<file path="src/design/vsg_pkg.sv">
// vsg_pkg: shared constants, register codes and helper functions of the uv sphere
// vertex generator. No dependencies; imported by every module of the block.
`default_nettype none
package vsg_pkg;

    localparam int MAX_SEGMENTS_DEF = 1024;
    localparam int ANGLE_BITS_DEF   = 16;

    localparam int CNT_W  = 11;
    localparam int RAD_W  = 16;
    localparam int POS_W  = 17;
    localparam int TEX_W  = 17;
    localparam int CFG_IW = 2;

    localparam logic [CFG_IW-1:0] CFG_LON_COUNT = 2'd0;
    localparam logic [CFG_IW-1:0] CFG_LAT_COUNT = 2'd1;
    localparam logic [CFG_IW-1:0] CFG_RADIUS    = 2'd2;

    localparam logic [CNT_W-1:0] LON_COUNT_RST = 11'd32;
    localparam logic [CNT_W-1:0] LAT_COUNT_RST = 11'd16;
    localparam logic [RAD_W-1:0] RADIUS_RST    = 16'd256;

    // quarter-wave sine polynomial coefficients, Q16
    localparam logic [16:0] SIN_A   = 17'd102944;
    localparam logic [16:0] SIN_B   = 17'd42048;
    localparam logic [16:0] SIN_C   = 17'd4640;
    localparam logic [16:0] ONE_Q16 = 17'd65536;

    localparam logic signed [20:0] POS_LIMIT = 21'sd65535;

    function automatic logic [CNT_W-1:0] eff_count(input logic [CNT_W-1:0] n,
                                                   input int unsigned max_seg);
        logic [CNT_W-1:0] res;
        if (n == '0)
            res = 11'd1;
        else if (32'(n) > max_seg)
            res = CNT_W'(max_seg);
        else
            res = n;
        return res;
    endfunction

    function automatic logic [POS_W-1:0] sat_pos(input logic signed [20:0] v);
        logic signed [20:0] s;
        if (v > POS_LIMIT)
            s = POS_LIMIT;
        else if (v < -POS_LIMIT)
            s = -POS_LIMIT;
        else
            s = v;
        return s[POS_W-1:0];
    endfunction

endpackage
`default_nettype wire

</file>
<file path="src/design/vsg_qsine.sv">
// vsg_qsine: four-stage pipelined quarter-wave sine polynomial, Q1.16 in, Q16 out.
// Depends on vsg_pkg for the coefficients.
`default_nettype none
module vsg_qsine
    import vsg_pkg::*;
(
    input  wire logic        clk,
    input  wire logic        en,
    input  wire logic [16:0] x_in,
    output logic [16:0]      s_out
);

    logic [16:0] x1_reg, x2a_reg, x3_reg;
    logic [16:0] sq1_reg, sq2_reg;
    logic [15:0] t1_reg;
    logic [16:0] t2_reg;
    logic [16:0] s_reg;

    logic [33:0] m1;
    logic [29:0] m2;
    logic [32:0] m3;
    logic [33:0] m4;
    logic [16:0] sq_next;
    logic [15:0] t1_next;
    logic [16:0] t2_next, s_next;

    always_comb
    begin
        m1 = 34'(x_in) * 34'(x_in) + 34'd32768;
        sq_next = m1[32:16];
        m2 = 30'(SIN_C) * 30'(sq1_reg) + 30'd32768;
        t1_next = 16'(SIN_B - {3'b0, m2[29:16]});
        m3 = 33'(t1_reg) * 33'(sq2_reg) + 33'd32768;
        t2_next = SIN_A - m3[32:16];
        m4 = 34'(x3_reg) * 34'(t2_reg) + 34'd32768;
        s_next = (m4[33:16] > {1'b0, ONE_Q16}) ? ONE_Q16 : m4[32:16];
    end

    always_ff @(posedge clk)
    begin
        if (en)
        begin
            x1_reg  <= x_in;
            sq1_reg <= sq_next;
            x2a_reg <= x1_reg;
            sq2_reg <= sq1_reg;
            t1_reg  <= t1_next;
            x3_reg  <= x2a_reg;
            t2_reg  <= t2_next;
            s_reg   <= s_next;
        end
    end

    assign s_out = s_reg;

endmodule
`default_nettype wire

</file>
<file path="config.mk">
export PLATFORM = sky130hd
export DESIGN_NAME = vsg_qsine
export DESIGN_NICKNAME = d
export VERILOG_FILES = /design/src/design/vsg_pkg.sv /design/src/design/vsg_qsine.sv
export SDC_FILE = /design/constraint.sdc
export NUM_CORES = 2
export LEC_CHECK = 0
export BUFFER_PORTS_ARGS = -buffer_cell sky130_fd_sc_hd__buf_2
export CAP_MARGIN = 0
export CORE_ASPECT_RATIO = 1.5
export CORE_UTILIZATION = 38
export CTS_BUF_LIST = sky130_fd_sc_hd__clkbuf_8
export DETAILED_ROUTE_END_ITERATION = 12
export PLACE_DENSITY = 0.64
export SLEW_MARGIN = 20
export SYNTH_ARGS = -nofsm -noshare
export SYNTH_HDL_FRONTEND = slang
export SYNTH_SLANG_ARGS = --single-unit
</file>
<file path="constraint.sdc">
create_clock -name clk -period 7.5 [get_ports clk]
set_input_delay 1.5 -clock clk [delete_from_list [all_inputs] [get_ports clk]]
set_output_delay 1.5 -clock clk [all_outputs]
set_load 0.01 [all_outputs]
</file>
==> summary.md <==
| Metric | Value |
|---|---|
| Nets@finish | `4,610` |
| Gpl congestion | `0.900` |
| Drt via density | `4.90` |
| Post-synth EDFFs | `135` |
| Grt met2 use | `35.1%` |
| CP arrival | `7.66 ns` |
| GR Layer Usage met3 | `1.39%` |
| Mapped Nets | `4,473` |
| Ranking of synthesized cells by area | `fa_1 (39%), ha_1 (15%), edfxtp_1 (12%)` |
| Iter 0 DRT Violations | `942` |
| Least-Margin Pin Slew | `0.955 ns` |
| Core outline area | `0.0854 mm^2` |
| Initial antenna violation count | `1` |
| Vias | `23,100` |
| Hold crit path type | `register to register` |
| Overflow after GRT | `0` |
| Critical path peak fanout | `7` |
| Final instance area | `0.0363 mm^2` |
| Worst setup margin | `0.193 ns` |
| Relative slew slack | `35.5%` |
| H-tree Lvls | `4` |
| Drt wl/cell | `16.0 um` |
| Largest net degree at the start of global routing | `87` |
| Yosys cell types | `83` |
| I/O pin count | `36` |
| Cell Rows | `131` |
| Effective utilization at floorplan | `38.5%` |
| Clock root buffer | `clkbuf_8` |
| Commonest cells after routing, fill and taps aside | `inv_1 (837), fa_1 (627), ha_1 (397)` |
| Cell area after synthesis | `0.0329 mm^2` |
| Met1 global-route usage | `19.6%` |
| Synth-to-layout area growth | `10.3%` |
| Max Slew Vio Count | `0` |
| CTS buffer count | `17` |
| Syn. warnings | `0` |
| Clock slew at reported path FFs | `0.11 ns` |
| Post-layout minimum cycle time | `7.31 ns` |
| Commonest non-fill, non-tap cell in the layout | `inv_1` |
| Area post-placement | `0.0355 mm^2` |
| Die Height | `362 um` |
| CTS Hold Bufs | `0` |
| Final critical-path share of the clock period | `97.4%` |
| Dominant synthesized flop cell | `edfxtp_1` |
| Most Crowded Layer GR | `met2` |
| FFs w/ async S/R, synth | `0%` |
| Fmax | `0.137 GHz` |
| Clock buffer depth | `2` |
| Vias in the first global route | `24,900` |
| Yosys reg bits | `135` |
| Post-Place Worst Slack | `-0.0880 ns` |
| CP Class | `register to register` |
| Yosys top cell by area | `fa_1` |
| Fraction of layout instances using a drive strength above 1 | `9.30%` |
| Outcome | `finished clean` |
| DRT Pass-1 Iters | `7` |
| DRC Markers | `0` |
| Antenna violation net count after detailed routing | `0` |
| Synthesized area per cell | `9.62 um^2` |
| Total Routing Usage GR | `17.8%` |
| Worst-skew pair later-pin latency | `0.50 ns` |
| Sequential fraction of the synthesis area | `12.3%` |
| Die width | `242 um` |
| Synth top area share | `38.5%` |
| Post-detail-place hpwl | `64,800 um` |
| Crit. End Element | `register` |
| Worst setup SP type | `register` |
| Gate Count Post-Synth | `3,419` |
| Hold slack | `0.426 ns` |
| Sink Count | `135` |
| CTS tree | `yes` |
| Port bufs | `35` |
| Final WL | `75,100 um` |
| Max Cap Viol | `0` |
| First-pass GRT wire length | `124,000 um` |
| Final Hold Viols | `0` |
| CP Data Required Time | `7.86 ns` |
| Final setup viols | `0` |
| Die area | `0.0878 mm^2` |
| Worst Skew | `0.0201 ns` |
[synthesized netlist by cell type, drive strengths merged, types with 8 or more instances]
cell and instances:
inv 839, fa 633, ha 402, nand2 384
and2 350, edfxtp 135, clkbuf 99, nor2 81
xnor2 73, a21oi 49, o21ai 40, a21o 28
xor2 27, nor3 25, nand4 21, nand3 16
and3 14, o21a 14, a211oi 12, nor4 11
nor2b 10, or3 10, o211ai 8, o31ai 8
or2 8
[kinds of logic after synthesis]
logic type | synth area share (%)
multiplexers | 0.316
buffers and inverters | 10.8
AND/OR/NAND/NOR | 14.8
flip-flops | 12.3
adder cells (fa/ha/maj) | 53.8
XOR/XNOR | 2.73
AO/OA/AOI/OAI | 5.24
[what timing repair did]
| item | 4_1_cts | 5_1_grt |
|---|---|---|
| buffers inserted | 3 | 9 |
| setup endpoints to repair | 4 | 18 |
| gates resized for setup | 1 | 58 |
| pin swaps | 0 | 37 |
[metrics by stage]
stage | utilization [%] | std cells | setup TNS (ns)
2_1_floorplan | - | 3419 | 0
3_3_place_gp | 41.5 | 4655 | -0.0306
3_5_place_dp | 41.5 | 4655 | -0.169
4_1_cts | 42.1 | 4690 | -0.00302
5_1_grt | 42.5 | 4700 | -0.275
6_report | 42.5 | 4700 | 0
[metal layers]
layer	vias to the layer above	routed length [um]
met5	-	0
met2	412	41900
met3	140	2120
met1	11800	28400
met4	0	2670
li1	10700	-
[final cells by class]
| class | instances | area, um^2 |
|---|---|---|
| diodes | 1 | 2.50 |
| clock buffers | 17 | 234 |
| clock inverters | 15 | 179 |
| fillers | 8266 | 49100 |
| inverters | 839 | 3150 |
| multi-input cells | 2344 | 25500 |
| flip-flops and latches | 135 | 4050 |
| well taps | 1130 | 1410 |
| repair buffers | 219 | 1690 |
[critical path: stages, from the launching register on]
cell and delay [ns]:
edfxtp_1 0.52, and2_4 0.20, fa_1 0.53, inv_1 0.05, fa_1 0.51, fa_1 0.44, fa_1 0.55, inv_1 0.06
fa_1 0.47, inv_1 0.05, fa_1 0.47, inv_1 0.04, ha_1 0.28, o21a_1 0.19, o21a_1 0.16, o21a_1 0.17
o221a_2 0.28, or4_4 0.48, a221oi_2 0.24, buf_4 0.16, o2111ai_2 0.11, nor4_2 0.39, a211oi_2 0.13, or3_4 0.41
buf_6 0.16, nor2_1 0.10
[worst paths after layout]
path / startpoint / end / slack, ns / cells after the start
setup / recovery: t2_reg[5]$_DFFE_PP_ / s_out[7]$_SDFFCE_PN0P_ / 0.19 / 25
hold / removal: x2a_reg[1]$_DFFE_PP_ / x3_reg[1]$_DFFE_PP_ / 0.43 / 0
setup reg to reg: t2_reg[5]$_DFFE_PP_ / s_out[7]$_SDFFCE_PN0P_ / 0.19 / 25
hold reg to reg: x2a_reg[1]$_DFFE_PP_ / x3_reg[1]$_DFFE_PP_ / 0.43 / 0
Power is not shown: default switching activity piles up to over one toggle a cycle in this logic, so the estimate is an artifact.
