**src/design/vsg_pkg.sv**
```systemverilog
// vsg_pkg: shared constants, register codes and helper functions of the uv sphere
// vertex generator. No dependencies; imported by every module of the block.
`default_nettype none
package vsg_pkg;

    localparam int MAX_SEGMENTS_DEF = 1024;
    localparam int ANGLE_BITS_DEF   = 16;

    localparam int CNT_W  = 11;
    localparam int RAD_W  = 16;
    localparam int POS_W  = 17;
    localparam int TEX_W  = 17;
    localparam int CFG_IW = 2;

    localparam logic [CFG_IW-1:0] CFG_LON_COUNT = 2'd0;
    localparam logic [CFG_IW-1:0] CFG_LAT_COUNT = 2'd1;
    localparam logic [CFG_IW-1:0] CFG_RADIUS    = 2'd2;

    localparam logic [CNT_W-1:0] LON_COUNT_RST = 11'd32;
    localparam logic [CNT_W-1:0] LAT_COUNT_RST = 11'd16;
    localparam logic [RAD_W-1:0] RADIUS_RST    = 16'd256;

    // quarter-wave sine polynomial coefficients, Q16
    localparam logic [16:0] SIN_A   = 17'd102944;
    localparam logic [16:0] SIN_B   = 17'd42048;
    localparam logic [16:0] SIN_C   = 17'd4640;
    localparam logic [16:0] ONE_Q16 = 17'd65536;

    localparam logic signed [20:0] POS_LIMIT = 21'sd65535;

    function automatic logic [CNT_W-1:0] eff_count(input logic [CNT_W-1:0] n,
                                                   input int unsigned max_seg);
        logic [CNT_W-1:0] res;
        if (n == '0)
            res = 11'd1;
        else if (32'(n) > max_seg)
            res = CNT_W'(max_seg);
        else
            res = n;
        return res;
    endfunction

    function automatic logic [POS_W-1:0] sat_pos(input logic signed [20:0] v);
        logic signed [20:0] s;
        if (v > POS_LIMIT)
            s = POS_LIMIT;
        else if (v < -POS_LIMIT)
            s = -POS_LIMIT;
        else
            s = v;
        return s[POS_W-1:0];
    endfunction

endpackage
`default_nettype wire

```
**src/design/vsg_div_cell.sv**
```systemverilog
// vsg_div_cell: one restoring division step for the longitude and latitude lanes.
// Depends on vsg_pkg; chained by uv_sphere_vertex_generator.
`default_nettype none
module vsg_div_cell
    import vsg_pkg::*;
#(
    parameter int QW    = 18,
    parameter bit FIRST = 1'b0
) (
    input  wire logic             clk,
    input  wire logic             rst_n,
    input  wire logic             en,
    input  wire logic             in_valid,
    input  wire logic [CNT_W-1:0] in_rem_i,
    input  wire logic [CNT_W-1:0] in_rem_j,
    input  wire logic [QW-1:0]    in_q_i,
    input  wire logic [QW-1:0]    in_q_j,
    input  wire logic [CNT_W-1:0] div_i,
    input  wire logic [CNT_W-1:0] div_j,
    output logic                  out_valid,
    output logic [CNT_W-1:0]      out_rem_i,
    output logic [CNT_W-1:0]      out_rem_j,
    output logic [QW-1:0]         out_q_i,
    output logic [QW-1:0]         out_q_j
);

    logic             valid_reg;
    logic [CNT_W-1:0] rem_i_reg, rem_j_reg, rem_i_next, rem_j_next;
    logic [QW-1:0]    q_i_reg, q_j_reg, q_i_next, q_j_next;
    logic [CNT_W:0]   t_i, t_j;
    logic             bit_i, bit_j;

    always_comb
    begin
        // the integer step compares without doubling
        t_i = FIRST ? {1'b0, in_rem_i} : {in_rem_i, 1'b0};
        t_j = FIRST ? {1'b0, in_rem_j} : {in_rem_j, 1'b0};
        bit_i = (t_i >= {1'b0, div_i});
        bit_j = (t_j >= {1'b0, div_j});
        rem_i_next = bit_i ? CNT_W'(t_i - {1'b0, div_i}) : t_i[CNT_W-1:0];
        rem_j_next = bit_j ? CNT_W'(t_j - {1'b0, div_j}) : t_j[CNT_W-1:0];
        q_i_next = {in_q_i[QW-2:0], bit_i};
        q_j_next = {in_q_j[QW-2:0], bit_j};
    end

    always_ff @(posedge clk or negedge rst_n)
    begin
        if (!rst_n)
            valid_reg <= 1'b0;
        else if (en)
            valid_reg <= in_valid;
    end

    always_ff @(posedge clk)
    begin
        if (en)
        begin
            rem_i_reg <= rem_i_next;
            rem_j_reg <= rem_j_next;
            q_i_reg   <= q_i_next;
            q_j_reg   <= q_j_next;
        end
    end

    assign out_valid = valid_reg;
    assign out_rem_i = rem_i_reg;
    assign out_rem_j = rem_j_reg;
    assign out_q_i   = q_i_reg;
    assign out_q_j   = q_j_reg;

endmodule
`default_nettype wire

```
**config.mk**
```make
export PLATFORM = sky130hd
export DESIGN_NAME = vsg_div_cell
export DESIGN_NICKNAME = d
export VERILOG_FILES = /design/src/design/vsg_pkg.sv /design/src/design/vsg_div_cell.sv
export SDC_FILE = /design/constraint.sdc
export NUM_CORES = 1
export LEC_CHECK = 0
export BUFFER_PORTS_ARGS = -buffer_cell sky130_fd_sc_hd__clkbuf_2
export CAP_MARGIN = 10
export CORE_ASPECT_RATIO = 2
export CORE_MARGIN = 4
export CORE_UTILIZATION = 45
export DETAILED_ROUTE_END_ITERATION = 12
export GPL_ROUTABILITY_DRIVEN = 1
export PLACE_DENSITY = 0.82
export REMOVE_ABC_BUFFERS = 1
export SLEW_MARGIN = 15
export SYNTH_ARGS = -nofsm -noshare
export SYNTH_HDL_FRONTEND = slang
export SYNTH_SLANG_ARGS = --single-unit
export TNS_END_PERCENT = 10
```
**constraint.sdc**
```tcl
create_clock -name clk -period 2.2 [get_ports clk]
set_input_delay 0.22 -clock clk [delete_from_list [all_inputs] [get_ports clk]]
set_output_delay 0.22 -clock clk [all_outputs]
set_load 0.05 [all_outputs]
```
==> results.toml, run 1 <==
[run_status]
status = "finished clean"

[timing]
fin_skew_ns = 0
final.setup.tns_ns = 0
post-route-min-period_ns = 1.96
slew_headroom_pct = 66.4
min_period_over_period_pct = 89.1
finalHoldViolCount = 0
tightest_slew_ns = 0.504
fmax_mhz = 510
rsz0062_at_grt = "no"
worst_hold_slack_ns = 0.0699
slew_violations = 0
setup_viol = 0

[layout]
area_delta_synth_final_pct = 41.8
final_cell_mix = "clkbuf_2 (140), edfxtp_1 (58), buf_4 (33)"
diodes = 0
drive_above_1_share_pct = 44.3
layout_commonest_cell = "clkbuf_2"
fin_area_mm2 = 0.00452
layout.nets = 557

[routing]
drc = 0
first_pass_iters = 4
drt-initial-drc-count = 143
wirelength_um = 7740
viasPerCell = 5.09
ant_nets = 0
vias = 2767
wl_per_cell_um = 14.2

[worst_setup_path]
required_ns = 2.27
critPathKind = "in2reg"
end_kind = "register"
arrival_ns = 2.03
cp-start-kind = "primary input"
crit_path_max_fanout = 8

[power_and_ir_drop]
pwr-share-comb_pct = 28.7
switching_share_pct = 32.2
powerDensity_mw_per_mm2 = 853
intPower_mw = 2.61
vdd_drop_max_mv = 0.563
power.total_mw = 3.85
leakage_nw = 2.15
p_seq_share_pct = 36.7
p_sw_mw = 1.24
p_clk_share_pct = 34.7

[global_route]
overflow = 0
grt_pass1_vias = 2768
antenna_found_initial = 0
grt_pass1_wl_um = 11700
grt_max_degree = 26
grtUsageTotal_pct = 18.0

[clocking]
htreeDepth = 3
clkTransAtPathRegs_ns = 0.05
cts_resized = 0
cts.sinks = 59
cts_setup_buffers = 0
clk_latency_ns = 0.32
cts_tree = "done"
clock_tree.root_cell = "clkbuf_16"
cts_buffers = 9
clk_path_buf_depth = 2

[die]
dieArea_mm2 = 0.00857
start_util_pct = 45.9
ioPinCount = 143
die_w_um = 67.5
core_area_mm2 = 0.00694
rows = 43
die_h_um = 127

[synthesis]
synth-seq-cells = 59
syn_area_mm2 = 0.00319
synth.area.top_cells = "edfxtp_1 (55%), ha_1 (8.6%), inv_1 (3.4%), a21oi_1 (2.5%), nor2_1 (2.4%)"
ys_seq_area_share_pct = 55.4
synth_cell_types = 53
synth_warnings = 0
synth_edf_count = 58
ys.flop_type = "edfxtp_1"
async_flop_share_pct = 1.69
avgSynthCellArea_um2 = 11.9
synthDominantCellAreaShare_pct = 54.7
synth_cells = 268
synth_area_leader_cell = "edfxtp_1"

[place]
hpwl_um = 6290
dpl-instance-area_mm2 = 0.00422
place.gp.congestion = 0.908
port_buffers = 140

[run]
maxCapViolations = 0

[hold_path]
min_path_type = "in2reg"
registers in the layout (all words and copies together) (netlist names):
name       cells
out_rem_i     11
out_valid      1
out_q_i       18
out_q_j       18
out_rem_j     11
cell usage after synthesis, types with 2 or more instances:
cell / instances
buf_6: 2
ha_1: 22
o31a_1: 2
mux2_2: 2
nor3_1: 3
inv_1: 29
o211ai_1: 3
fa_1: 2
o41ai_1: 3
xor2_1: 2
nand2_1: 16
nor2b_1: 3
edfxtp_1: 58
o21ai_1: 2
a211o_1: 4
o21bai_1: 2
a21oi_1: 16
nand3_1: 7
o21a_1: 5
and2_1: 3
a21o_1: 2
a31o_2: 2
mux2i_1: 2
xnor2_1: 7
a211oi_1: 6
and3_1: 3
buf_2: 2
nor2_1: 20
o21ai_0: 13
a21boi_0: 2
worst paths after layout:
check,startpoint,end,slack [ns],cells past startpoint
min reg2reg,out_valid,out_valid,0.51,1
min,in_q_i[3],out_q_i[4],0.07,1
max in group asynchronous,rst_n,out_valid,1.90,2
min in group asynchronous,rst_n,out_valid,0.22,2
max,in_rem_j[0],out_rem_j[1],0.24,8
max reg2reg,out_valid,out_valid,1.46,1
per-layer routing:
layer  vias to the layer above  part of all wire [%]  global-route usage (%)
met2                       114                    56                    34.0
li1                       1367                     -                       -
met1                      1268                    34                    17.1
met3                        18                   6.7                    3.69
met5                         -                     0                       0
met4                         0                   3.2                    9.57
repair_timing:
action,CTS,global route
hold endpoints to repair,1,0
hold buffers,1,0
endpoints found under the setup margin,0,0
stage by stage:
stage	cells	util [%]	setup WS, ns
4_1_cts	544	65.1	0.232
5_1_grt	544	65.1	0.165
3_5_place_dp	527	60.7	-0.0906
2_1_floorplan	264	-	-0.0410
6_report	544	65.1	0.240
3_3_place_gp	527	60.7	-0.0235
final cells by class:
cell class | instances | area [um^2]
Fill cell | 556 | 2420
Sequential cell | 59 | 1770
Multi-Input combinational cell | 175 | 1270
Timing Repair Buffer | 174 | 958
Clock buffer | 9 | 225
Inverter | 30 | 115
Tap cell | 90 | 113
Clock inverter | 7 | 68.8
worst max-delay path, stage by stage:
cell and delay [ns]:
clkbuf_2 0.12, ha_1 0.31, ha_1 0.18, o211ai_1 0.22
a2111oi_2 0.13, a211oi_4 0.29, buf_4 0.21, mux2_2 0.34
power groups by stage:
stage / clock network [mW] / logic [mW] / registers [mW]
final: 1.34 / 1.10 / 1.41
after global routing: 1.41 / 1.18 / 1.42
after CTS: 1.36 / 1.11 / 1.41
after detailed placement: 0 / 1.10 / 1.43
after global placement: 0 / 1.08 / 1.43
after floorplan: 0 / 0.330 / 1.85
cells by family (layout without fill, tap and decap cells):
kind of cell | count (synthesis) | in the layout | share of synthesized area (%)
buf+inv | 34 | 220 | 4.63
xor+xnor | 9 | 9 | 2.47
compound gates | 74 | 74 | 16.3
fa+ha+maj | 24 | 24 | 9.89
mux | 6 | 6 | 2.16
simple gates | 62 | 62 | 9.11
flops | 59 | 59 | 55.4
Power figures use the tool's default switching activity.
==> run 2, diff against run 1 <==
--- a/config.mk
+++ b/config.mk
@@ -9,10 +9,10 @@
 export CAP_MARGIN = 10
 export CORE_ASPECT_RATIO = 2
 export CORE_MARGIN = 4
-export CORE_UTILIZATION = 45
+export CORE_UTILIZATION = 51
 export DETAILED_ROUTE_END_ITERATION = 12
 export GPL_ROUTABILITY_DRIVEN = 1
-export PLACE_DENSITY = 0.82
+export PLACE_DENSITY = 0.91
 export REMOVE_ABC_BUFFERS = 1
 export SLEW_MARGIN = 15
 export SYNTH_ARGS = -nofsm -noshare
==> run 2 against run 1 <==
Net effect:
- routed wire length increased by 6.5%
- die area fell by 11%
- clock-buffer cell count is 1 higher
- critical path type unchanged
==> results.toml, run 2 (synthesized netlist as in run 1, its figures left out) <==
[clocking]
cts_buffers = 9
cts.sinks = 59
cts_tree = "done"
cts_resized = 0
postCtsHoldBufs = 1
cts_setup_buffers = 0
clkTransAtPathRegs_ns = 0.05
clk_latency_ns = 0.32
clk_path_buf_depth = 2
htreeDepth = 3
clock_tree.root_cell = "clkbuf_16"

[power_and_ir_drop]
leakage_nw = 2.13
powerDensity_mw_per_mm2 = 879
vdd_drop_max_mv = 0.478

[routing]
wl_per_cell_um = 15.5
first_pass_iters = 6
drt-initial-drc-count = 190
viasPerCell = 5.26
wirelength_um = 8240
ant_nets = 0
drc = 0
vias = 2804

[die]
rows = 40
dieArea_mm2 = 0.00765
ioPinCount = 143
core_area_mm2 = 0.00606
die_w_um = 63.9
die_h_um = 120
start_util_pct = 52.6

[timing]
final.setup.tns_ns = 0
min_period_over_period_pct = 85.8
tightest_slew_ns = 0.504
post-route-min-period_ns = 1.89
fin_skew_ns = 0
slew_violations = 0
setup_viol = 0
finalWorstSetupSlack_ns = 0.313
fmax_mhz = 530
slew_headroom_pct = 66.4
rsz0062_at_grt = "no"
finalHoldViolCount = 0

[layout]
final_cell_mix = "clkbuf_2 (140), edfxtp_1 (58), inv_1 (29)"
register_area_mm2 = 0.00177
drive_above_1_share_pct = 43.0
fillers = 416
fin_area_mm2 = 0.00450
diodes = 0
area_delta_synth_final_pct = 41.3
instances_no_fill = 533
layout.nets = 552
multiInputGateArea_mm2 = 0.00127
layout_commonest_cell = "clkbuf_2"

[global_route]
grtUsageTotal_pct = 22.1
grt_pass1_wl_um = 13100
grt_max_degree = 33
overflow = 0
grt_pass1_vias = 2916
antenna_found_initial = 0

[place]
hpwl_um = 6650
place_ws_ns = -0.0435
place.gp.congestion = 0.897
dpl-instance-area_mm2 = 0.00418
dp_cells = 516
port_buffers = 140

[worst_setup_path]
arrival_ns = 1.96
cp-start-kind = "primary input"
critPathKind = "in2reg"
required_ns = 2.27
end_kind = "register"
crit_path_max_fanout = 10
startpoint = "in_rem_j[4]"
r2r-start = "out_valid"

[run]
maxCapViolations = 0

[run_status]
status = "finished clean"

[hold_path]
min-delay-start = "in_q_i[5]"
min_path_type = "in2reg"
==> run 2: changes by cell type in the layout (fill, tap and decap cells not counted), sizes merged <==
cell / before / now
buf: 33 / 28
bufinv: 1 / 2
clkbuf: 149 / 150
clkinv: 4 / 3
clkinvlp: 2 / 1
==> run 2: power breakdown <==
part	total [mW]	switching (mW)	leakage [nW]	internal [mW]
logic	1.11	0.752	1.41	0.355
registers	1.41	0.0312	0.579	1.38
clock network	1.44	0.457	0.148	0.979
==> run 2: through the flow <==
stage	util [%]	power, mW	hold WS, ns
finish	74.3	3.96	0.0750
detailed placement	69.1	2.54	-0.00333
global placement	69.1	2.50	-0.00505
floorplan	-	2.18	-0.0756
CTS	74.3	3.97	0.0673
global route	74.3	4.12	0.0620
==> run 2: layer usage <==
layer | vias to the layer above | GRT usage (%) | wire, um
met5 | - | 0 | 0
met4 | 0 | 11.8 | 303
met3 | 29 | 5.06 | 517
met2 | 116 | 41.7 | 4670
met1 | 1299 | 21.3 | 2750
li1 | 1360 | - | -
==> run 2: path summary, 6_finish.rpt <==
kind,slack [ns],cells after the start,to
max in group asynchronous,1.90,2,out_valid
hold / removal,0.08,1,out_q_i[6]
min in group asynchronous,0.21,2,out_valid
hold reg to reg,0.52,1,out_valid
setup / recovery,0.31,7,out_rem_j[1]
setup reg to reg,1.45,1,out_valid
==> run 2: cell type report <==
cell class,instances,share of cell area [%]
Sequential cell,59,39.2
Clock buffer,10,5.09
Timing Repair Buffer,169,20.7
Clock inverter,6,1.78
Inverter,30,2.56
Multi-Input combinational cell,175,28.3
Tap cell,84,2.33
==> run 2: critical path, cell delays in order <==
cell and delay, ns:
clkbuf_2 0.10, ha_1 0.35, a21oi_1 0.27, o21ai_1 0.16
a211oi_4 0.29, buf_4 0.21, mux2_2 0.34
